<file path="config.mk">
export PLATFORM = sky130hd
export DESIGN_NAME = geohash_encoder
export DESIGN_NICKNAME = d
export VERILOG_FILES = /design/src/design/geo_pkg.sv /design/src/design/geohash_encoder.sv /design/src/design/geo_front.sv /design/src/design/geo_cell.sv /design/src/design/geo_ser.sv
export SDC_FILE = /design/constraint.sdc
export NUM_CORES = 2
export LEC_CHECK = 0
export ABC_AREA = 1
export BUFFER_PORTS_ARGS = -buffer_cell sky130_fd_sc_hd__buf_2
export CAP_MARGIN = 20
export CELL_PAD_IN_SITES_DETAIL_PLACEMENT = 0
export CELL_PAD_IN_SITES_GLOBAL_PLACEMENT = 1
export CORE_ASPECT_RATIO = 2
export CORE_MARGIN = 5
export CORE_UTILIZATION = 50
export DETAILED_ROUTE_END_ITERATION = 12
export PLACE_DENSITY_LB_ADDON = 0.1
export SLEW_MARGIN = 10
export SYNTH_ARGS = -nofsm -noshare
export SYNTH_HDL_FRONTEND = slang
export SYNTH_HIERARCHICAL = 1
export SYNTH_SLANG_ARGS = --single-unit
</file>
<file path="constraint.sdc">
create_clock -name clk -period 77.1 [get_ports clk]
set_input_delay 7.71 -clock clk [delete_from_list [all_inputs] [get_ports clk]]
set_output_delay 7.71 -clock clk [all_outputs]
set_load 0.02 [all_outputs]
</file>
<file path="src/design/geo_pkg.sv">
`timescale 1ns / 1ps
// ----------------------------------------------------------------------------
// geo_pkg
// shared widths, constants, the cell payload type and the base32 alphabet
// ----------------------------------------------------------------------------
package geo_pkg;

  localparam int FRACTION_BITS     = 23;
  localparam int MAX_BITS_PER_AXIS = 25;

  // fixed field widths
  localparam int LAT_W  = 31;
  localparam int LON_W  = 32;
  localparam int CFG_W  = 5;
  localparam int CHAR_W = 7;
  localparam int IDX_W  = 4;
  localparam int SYM_W  = 5;

  localparam logic [CFG_W-1:0] BPA_RESET = CFG_W'(20);
  localparam logic [CFG_W-1:0] BPA_MAX   = CFG_W'(MAX_BITS_PER_AXIS);

  // axis ranges in fixed point
  localparam longint LAT_HALF = 90 * (longint'(1) << FRACTION_BITS);
  localparam longint LON_HALF = 180 * (longint'(1) << FRACTION_BITS);
  localparam longint LAT_SPAN = 2 * LAT_HALF;
  localparam longint LON_SPAN = 2 * LON_HALF;

  // remainder width: holds anything below the larger span
  localparam int REM_W  = $clog2(LON_SPAN);
  // signed width for clamping, wide enough for the inputs and the offsets
  localparam int WIDE_W = ((LON_W > REM_W + 1) ? LON_W : REM_W + 1) + 1;

  localparam logic signed [WIDE_W-1:0] LAT_MIN = WIDE_W'(-LAT_HALF);
  localparam logic signed [WIDE_W-1:0] LAT_MAX = WIDE_W'(LAT_HALF - 1);
  localparam logic signed [WIDE_W-1:0] LAT_OFS = WIDE_W'(LAT_HALF);
  localparam logic signed [WIDE_W-1:0] LON_MIN = WIDE_W'(-LON_HALF);
  localparam logic signed [WIDE_W-1:0] LON_MAX = WIDE_W'(LON_HALF - 1);
  localparam logic signed [WIDE_W-1:0] LON_OFS = WIDE_W'(LON_HALF);

  localparam logic [REM_W:0] LAT_SPAN_X = (REM_W + 1)'(LAT_SPAN);
  localparam logic [REM_W:0] LON_SPAN_X = (REM_W + 1)'(LON_SPAN);

  // interleaved bit word at full precision, and the characters it holds
  localparam int WORD_W    = 2 * MAX_BITS_PER_AXIS;
  localparam int MAX_CHARS = (2 * MAX_BITS_PER_AXIS) / 5;

  typedef struct packed {
    logic                 valid;
    logic [REM_W-1:0]     lat_rem;
    logic [REM_W-1:0]     lon_rem;
    logic [WORD_W-1:0]    word;
    logic [IDX_W-1:0]     count;
  } cell_t;

  // characters per hash = floor(2n / 5), via 410/1024 for n up to 25
  function automatic logic [IDX_W-1:0] char_count(input logic [CFG_W-1:0] n);
    logic [CFG_W+8:0] prod;
    prod = (CFG_W + 9)'(n) * (CFG_W + 9)'(410);
    return IDX_W'(prod >> 10);
  endfunction

  function automatic logic [CHAR_W-1:0] sym_to_char(input logic [SYM_W-1:0] sym);
    logic [CHAR_W-1:0] c;
    case (sym)
      5'd0:  c = 7'h30;  // 0
      5'd1:  c = 7'h31;
      5'd2:  c = 7'h32;
      5'd3:  c = 7'h33;
      5'd4:  c = 7'h34;
      5'd5:  c = 7'h35;
      5'd6:  c = 7'h36;
      5'd7:  c = 7'h37;
      5'd8:  c = 7'h38;
      5'd9:  c = 7'h39;  // 9
      5'd10: c = 7'h62;  // b
      5'd11: c = 7'h63;
      5'd12: c = 7'h64;
      5'd13: c = 7'h65;
      5'd14: c = 7'h66;
      5'd15: c = 7'h67;  // g
      5'd16: c = 7'h68;  // h
      5'd17: c = 7'h6a;  // j
      5'd18: c = 7'h6b;  // k
      5'd19: c = 7'h6d;  // m
      5'd20: c = 7'h6e;  // n
      5'd21: c = 7'h70;  // p
      5'd22: c = 7'h71;
      5'd23: c = 7'h72;
      5'd24: c = 7'h73;
      5'd25: c = 7'h74;
      5'd26: c = 7'h75;
      5'd27: c = 7'h76;
      5'd28: c = 7'h77;
      5'd29: c = 7'h78;
      5'd30: c = 7'h79;
      5'd31: c = 7'h7a;  // z
      default: c = 7'h30;
    endcase
    return c;
  endfunction

endpackage

</file>
<file path="src/design/geohash_encoder.sv">
`timescale 1ns / 1ps
// path: a request accepted into the clamp stage passes 25 bisection cells and
//   the output register before its first character shows; the chain can stall
// throughput: set by the single output port, which gives out a hash's characters
//   (up to 10) one after another; one request per cycle when a hash has no characters
// reset: rst_n synchronous active low, empties the chain and the output,
//   bits_per_axis returns to 20
// ----------------------------------------------------------------------------
// geohash_encoder
// latitude/longitude to base32 geohash, one character per output request
// ----------------------------------------------------------------------------
module geohash_encoder (
  input  logic                                 clk,
  input  logic                                 rst_n,
  // configuration
  input  logic                                 cfg_we,
  input  logic        [geo_pkg::CFG_W-1:0]     cfg_wdata,
  // coordinate requests
  input  logic                                 in_valid,
  output logic                                 in_ready,
  input  logic signed [geo_pkg::LAT_W-1:0]     in_latitude,
  input  logic signed [geo_pkg::LON_W-1:0]     in_longitude,
  // character requests
  output logic                                 out_valid,
  input  logic                                 out_ready,
  output logic        [geo_pkg::CHAR_W-1:0]    out_hash_char,
  output logic        [geo_pkg::IDX_W-1:0]     out_char_index,
  output logic                                 out_last
);

  localparam int NCELL = geo_pkg::MAX_BITS_PER_AXIS;

  // precision register
  logic [geo_pkg::CFG_W-1:0] bpa_r, bpa_nxt;

  // chain taps: stage 0 is the clamp stage, stage NCELL the last cell
  geo_pkg::cell_t chain [0:NCELL];
  logic           ser_free;
  logic           adv;

  assign bpa_nxt = cfg_we ? cfg_wdata : bpa_r;

  always_ff @(posedge clk) begin
    if (!rst_n) begin
      bpa_r <= geo_pkg::BPA_RESET;
    end else begin
      bpa_r <= bpa_nxt;
    end
  end

  // the whole chain moves together; it only holds when the last cell carries
  // characters that the output register cannot take this cycle. a request
  // with no characters (precision below 3) simply falls off the end
  assign adv = !chain[NCELL].valid || (chain[NCELL].count == '0) || ser_free;
  assign in_ready = adv;

  geo_front u_front (
    .clk           (clk),
    .rst_n         (rst_n),
    .adv           (adv),
    .in_valid      (in_valid),
    .latitude      (in_latitude),
    .longitude     (in_longitude),
    .bits_per_axis (bpa_r),
    .front         (chain[0])
  );

  // every request goes through all steps at full precision; the first
  // floor(2n/5) characters of that hash equal the hash at precision n
  for (genvar i = 0; i < NCELL; i++) begin : g_cell
    geo_cell u_cell (
      .clk   (clk),
      .rst_n (rst_n),
      .adv   (adv),
      .cin   (chain[i]),
      .cout  (chain[i+1])
    );
  end

  // output register and character shifter
  geo_ser u_ser (
    .clk            (clk),
    .rst_n          (rst_n),
    .sin            (chain[NCELL]),
    .free           (ser_free),
    .out_valid      (out_valid),
    .out_ready      (out_ready),
    .out_hash_char  (out_hash_char),
    .out_char_index (out_char_index),
    .out_last       (out_last)
  );

`ifndef ASSERT_OFF
  // a full last cell with characters must stall the chain if output is busy
  a_stall_hold: assert property (@(posedge clk) disable iff (!rst_n)
    (chain[NCELL].valid && (chain[NCELL].count != '0) && !ser_free) |-> !in_ready)
    else $error("chain advanced while output register was full");

  // characters of one hash come out with consecutive indexes
  a_index_step: assert property (@(posedge clk) disable iff (!rst_n)
    (out_valid && out_ready && !out_last) |=>
      (out_valid && (out_char_index == geo_pkg::IDX_W'($past(out_char_index) + 1'b1))))
    else $error("character index did not advance by one");

  // index never passes the longest hash
  a_index_range: assert property (@(posedge clk) disable iff (!rst_n)
    out_valid |-> (out_char_index < geo_pkg::IDX_W'(geo_pkg::MAX_CHARS)))
    else $error("character index out of range");

  // nothing is offered right after reset
  a_reset_empty: assert property (@(posedge clk)
    !rst_n |=> !out_valid)
    else $error("output valid after reset");
`endif

endmodule

</file>
<file path="src/design/geo_front.sv">
`timescale 1ns / 1ps
// ----------------------------------------------------------------------------
// geo_front
// clamps both coordinates, forms offsets from the range minimum, sets count
// ----------------------------------------------------------------------------
module geo_front (
  input  logic                                  clk,
  input  logic                                  rst_n,
  input  logic                                  adv,
  input  logic                                  in_valid,
  input  logic signed [geo_pkg::LAT_W-1:0]      latitude,
  input  logic signed [geo_pkg::LON_W-1:0]      longitude,
  input  logic        [geo_pkg::CFG_W-1:0]      bits_per_axis,
  output geo_pkg::cell_t                        front
);

  logic signed [geo_pkg::WIDE_W-1:0] lat_s, lon_s, lat_c, lon_c, lat_o, lon_o;
  logic        [geo_pkg::CFG_W-1:0]  n_eff;

  logic                              valid_r;
  geo_pkg::cell_t                    data_r, data_nxt;

  assign lat_s = geo_pkg::WIDE_W'(latitude);
  assign lon_s = geo_pkg::WIDE_W'(longitude);

  // upper edge maps to span - 1, which still yields all ones
  always_comb begin
    if (lat_s < geo_pkg::LAT_MIN) begin
      lat_c = geo_pkg::LAT_MIN;
    end else if (lat_s > geo_pkg::LAT_MAX) begin
      lat_c = geo_pkg::LAT_MAX;
    end else begin
      lat_c = lat_s;
    end
    if (lon_s < geo_pkg::LON_MIN) begin
      lon_c = geo_pkg::LON_MIN;
    end else if (lon_s > geo_pkg::LON_MAX) begin
      lon_c = geo_pkg::LON_MAX;
    end else begin
      lon_c = lon_s;
    end
  end

  assign lat_o = lat_c + geo_pkg::LAT_OFS;
  assign lon_o = lon_c + geo_pkg::LON_OFS;
  assign n_eff = (bits_per_axis > geo_pkg::BPA_MAX) ? geo_pkg::BPA_MAX : bits_per_axis;

  always_comb begin
    data_nxt         = '0;
    data_nxt.lat_rem = lat_o[geo_pkg::REM_W-1:0];
    data_nxt.lon_rem = lon_o[geo_pkg::REM_W-1:0];
    data_nxt.count   = geo_pkg::char_count(n_eff);
  end

  always_ff @(posedge clk) begin
    if (!rst_n) begin
      valid_r <= 1'b0;
    end else if (adv) begin
      valid_r <= in_valid;
    end
  end

  always_ff @(posedge clk) begin
    if (adv) begin
      data_r <= data_nxt;
    end
  end

  always_comb begin
    front       = data_r;
    front.valid = valid_r;
  end

endmodule

</file>
<file path="src/design/geo_cell.sv">
`timescale 1ns / 1ps
// ----------------------------------------------------------------------------
// geo_cell
// one bisection step on both axes, appends lon and lat bits to the word
// ----------------------------------------------------------------------------
module geo_cell (
  input  logic           clk,
  input  logic           rst_n,
  input  logic           adv,
  input  geo_pkg::cell_t cin,
  output geo_pkg::cell_t cout
);

  logic [geo_pkg::REM_W:0] lat2, lon2, lat_d, lon_d;
  logic                    lat_bit, lon_bit;
  logic                    valid_r;
  geo_pkg::cell_t          data_r, data_nxt;

  assign lat2    = {cin.lat_rem, 1'b0};
  assign lon2    = {cin.lon_rem, 1'b0};
  assign lat_bit = (lat2 >= geo_pkg::LAT_SPAN_X);
  assign lon_bit = (lon2 >= geo_pkg::LON_SPAN_X);
  assign lat_d   = lat2 - geo_pkg::LAT_SPAN_X;
  assign lon_d   = lon2 - geo_pkg::LON_SPAN_X;

  always_comb begin
    data_nxt         = cin;
    data_nxt.lat_rem = lat_bit ? lat_d[geo_pkg::REM_W-1:0] : lat2[geo_pkg::REM_W-1:0];
    data_nxt.lon_rem = lon_bit ? lon_d[geo_pkg::REM_W-1:0] : lon2[geo_pkg::REM_W-1:0];
    data_nxt.word    = {cin.word[geo_pkg::WORD_W-3:0], lon_bit, lat_bit};
  end

  always_ff @(posedge clk) begin
    if (!rst_n) begin
      valid_r <= 1'b0;
    end else if (adv) begin
      valid_r <= cin.valid;
    end
  end

  always_ff @(posedge clk) begin
    if (adv) begin
      data_r <= data_nxt;
    end
  end

  always_comb begin
    cout       = data_r;
    cout.valid = valid_r;
  end

endmodule

</file>
<file path="src/design/geo_ser.sv">
`timescale 1ns / 1ps
// ----------------------------------------------------------------------------
// geo_ser
// output register, shifts out one base32 character per accepted cycle
// ----------------------------------------------------------------------------
module geo_ser (
  input  logic                          clk,
  input  logic                          rst_n,
  input  geo_pkg::cell_t                sin,
  output logic                          free,
  output logic                          out_valid,
  input  logic                          out_ready,
  output logic [geo_pkg::CHAR_W-1:0]    out_hash_char,
  output logic [geo_pkg::IDX_W-1:0]     out_char_index,
  output logic                          out_last
);

  logic                         busy_r, busy_nxt;
  logic [geo_pkg::WORD_W-1:0]   word_r, word_nxt;
  logic [geo_pkg::IDX_W-1:0]    idx_r, idx_nxt;
  logic [geo_pkg::IDX_W-1:0]    cnt_r, cnt_nxt;
  logic                         is_last, take, load;

  assign is_last = (geo_pkg::IDX_W'(idx_r + 1'b1) == cnt_r);
  assign take    = busy_r && out_ready;
  assign free    = !busy_r || (out_ready && is_last);
  assign load    = sin.valid && (sin.count != '0) && free;

  always_comb begin
    busy_nxt = busy_r;
    word_nxt = word_r;
    idx_nxt  = idx_r;
    cnt_nxt  = cnt_r;
    if (load) begin
      busy_nxt = 1'b1;
      word_nxt = sin.word;
      idx_nxt  = '0;
      cnt_nxt  = sin.count;
    end else if (take) begin
      if (is_last) begin
        busy_nxt = 1'b0;
      end else begin
        word_nxt = word_r << geo_pkg::SYM_W;
        idx_nxt  = geo_pkg::IDX_W'(idx_r + 1'b1);
      end
    end
  end

  always_ff @(posedge clk) begin
    if (!rst_n) begin
      busy_r <= 1'b0;
    end else begin
      busy_r <= busy_nxt;
    end
  end

  always_ff @(posedge clk) begin
    word_r <= word_nxt;
    idx_r  <= idx_nxt;
    cnt_r  <= cnt_nxt;
  end

  assign out_valid      = busy_r;
  assign out_hash_char  = geo_pkg::sym_to_char(
                            word_r[geo_pkg::WORD_W-1 -: geo_pkg::SYM_W]);
  assign out_char_index = idx_r;
  assign out_last       = is_last;

endmodule
</file>
==> impl_metrics.tcl <==
set metrics [dict create \
    setup_viol 0 \
    pin_count 87 \
    grt_max_degree 163 \
    dpl-instance-area_um2 83570 \
    timing.final.max_slew_violations 0 \
    end_kind "output port" \
    drt_iter0_drc 2069 \
    place_ws_ns 60.27 \
    power_leakage_nw 34.91 \
    grt-ovfl-total 0 \
    drive_gt1_frac 0.1027 \
    tightest_slew_ns 1.079 \
    cts.sinks 2101 \
    min_path_type "register to register" \
    cts_made_buffers 186 \
    drc_errors 0 \
    ir_drop_v 0.00002222 \
    rsz0062_at_grt "no" \
    synth_nets 5950 \
    ant_nets 0 \
    status "complete, no violations" \
    viasPerCell 4.958 \
    worstSkewPairLatency_ns 0.82 \
    hold_depth 0 \
    antenna_found_initial 2 \
    grt_pass1_wl_um 206400 \
    fmax_ghz 0.05961 \
    max-cap-violations 0 \
    critPathArrivalTime_ns 9.07 \
    seqCellArea_um2 62670 \
    hold_viol_final 0 \
    cts_tree "done" \
    relSlewSlack 0.2806 \
    track_usage 0.1526 \
    stdcell_area_um2 89440 \
    avgSynthCellArea_um2 14.03 \
    skew_ns 0.07460 \
    syn_inst 5770 \
    dp_hpwl_um 89470 \
    die_w_um 294.5 \
    clockBufferDepth 4 \
    cts_hold_buf 0 \
    rows 209 \
    r2r_cells 13 \
    fin_crit_ns 16.78 \
    ctsRootBufferMaster "clkbuf_16" \
    fp.dieH_um 579.0 \
    cts_setup_buffers 0 \
    vias 40777 \
    final_nets 6155 \
    worstSetupStartpointType "input pin" \
    gp_congestion 0.8168 \
    whs_ns 0.3434 \
    multi_input_area_um2 15640 \
    finalNonFillerCells 8225 \
    coreArea_um2 161600 \
    timing.final.ws_setup_ns 60.32 \
    wl_per_cell_um 15.84 \
    crit_required_ns 69.39 \
    ys.warnings.count 6 \
    first_pass_iters 6 \
    syn_to_final_growth_pct 10.50 \
    timing.final.crit_share 0.2176 \
    die_area_um2 170500 \
    cp_max_fo 57 \
    start_util 0.5008 \
    port_buffers 84 \
    cts.clk_slew.worst_paths_ns 0.06 \
    nFillCells 13014 \
    syn-cell-area_um2 80940 \
    drt-total-wl_um 130300 \
    p_per_area_nw_per_um2 36.00 \
    first_global_vias 42367 \
    h-tree-depth 4 \
    ctsResizeCount 0 \
    critPathKind "input pin to output port" \
    post-place-cells 7895 \
    tns_ns 0 \
]
-- registers in the layout, summed over array words and instances, names as in the netlist --
register	flops
u_front/valid_r	1
u_ser/out_hash_char	6
g_cell.u_cell/valid_r	25
u_ser/word_r	50
g_cell.u_cell/cout	1938
u_ser/cnt_r	4
u_ser/out_char_index	4
u_front/front	67
bpa_r	5
u_ser/out_valid	1
-- power by group --
group	leakage, nW	internal (W)	switching [W]
registers	21.9	0.00166	0.000150
logic	10.2	0.000199	0.000324
clock network	2.82	0.000498	0.000390
total	34.9	0.00236	0.000864
-- per-stage QoR --
step / total power, W / util
after floorplan: 0.002205 / -
after global placement: 0.002337 / 0.5170
after detailed placement: 0.002368 / 0.5171
after CTS: 0.003265 / 0.5530
after global routing: 0.003414 / 0.5534
final: 0.003220 / 0.5534
-- placed cells by master (no fill, tap or decap), drive strengths merged --
master / n
a211oi: 1
a21boi: 26
a21oi: 86
a31oi: 3
and2: 24
and3: 1
buf: 116
bufinv: 12
clkbuf: 235
clkinv: 64
clkinvlp: 12
conb: 26
dfxtp: 42
diode: 2
edfxtp: 2059
fa: 2
ha: 105
inv: 518
nand2: 1248
nand3: 333
nand3b: 25
nand4: 77
nor2: 610
nor3: 26
nor4: 1
o211ai: 24
o21a: 24
o21ai: 237
or2: 2
xnor2: 48
xor2: 126
-- worst max-delay path, stage by stage --
cell	delay, ns
buf_2	0.11
nand3_2	0.08
nand2_4	0.08
nor2_1	0.20
nand2_4	0.47
buf_2	0.36
-- cell type report --
| cell class | count | area share |
|---|---|---|
| repair buffers | 116 | 0.008338 |
| clock inverters | 91 | 0.009345 |
| flip-flops and latches | 2101 | 0.7007 |
| well taps | 2110 | 0.02952 |
| clock buffers | 235 | 0.05558 |
| diodes | 2 | 0.00005596 |
| inverters | 515 | 0.02161 |
| multi-input cells | 3055 | 0.1748 |
-- worst paths after layout --
path	startpoint	endpoint	slack (ns)
worst max-delay path	out_ready	in_ready	60.32
worst min-delay path	g_cell[20].u_cell/cout[23]$_DFFE_PP_	g_cell[21].u_cell/cout[25]$_DFFE_PP_	0.34
worst max register to register	u_ser/out_char_index[0]$_SDFFE_PN0P_	g_cell[3].u_cell/cout[81]$_DFFE_PP_	70.34
worst min register to register	g_cell[20].u_cell/cout[23]$_DFFE_PP_	g_cell[21].u_cell/cout[25]$_DFFE_PP_	0.34
-- layer usage --
layer	track usage	vias up	routed length, um
li1	-	20444	-
met1	0.1209	19460	37990
met2	0.3302	520	80390
met3	0.02027	353	3410
met4	0.08955	0	8476
met5	0	-	0
(Power assumes the default switching activity.)
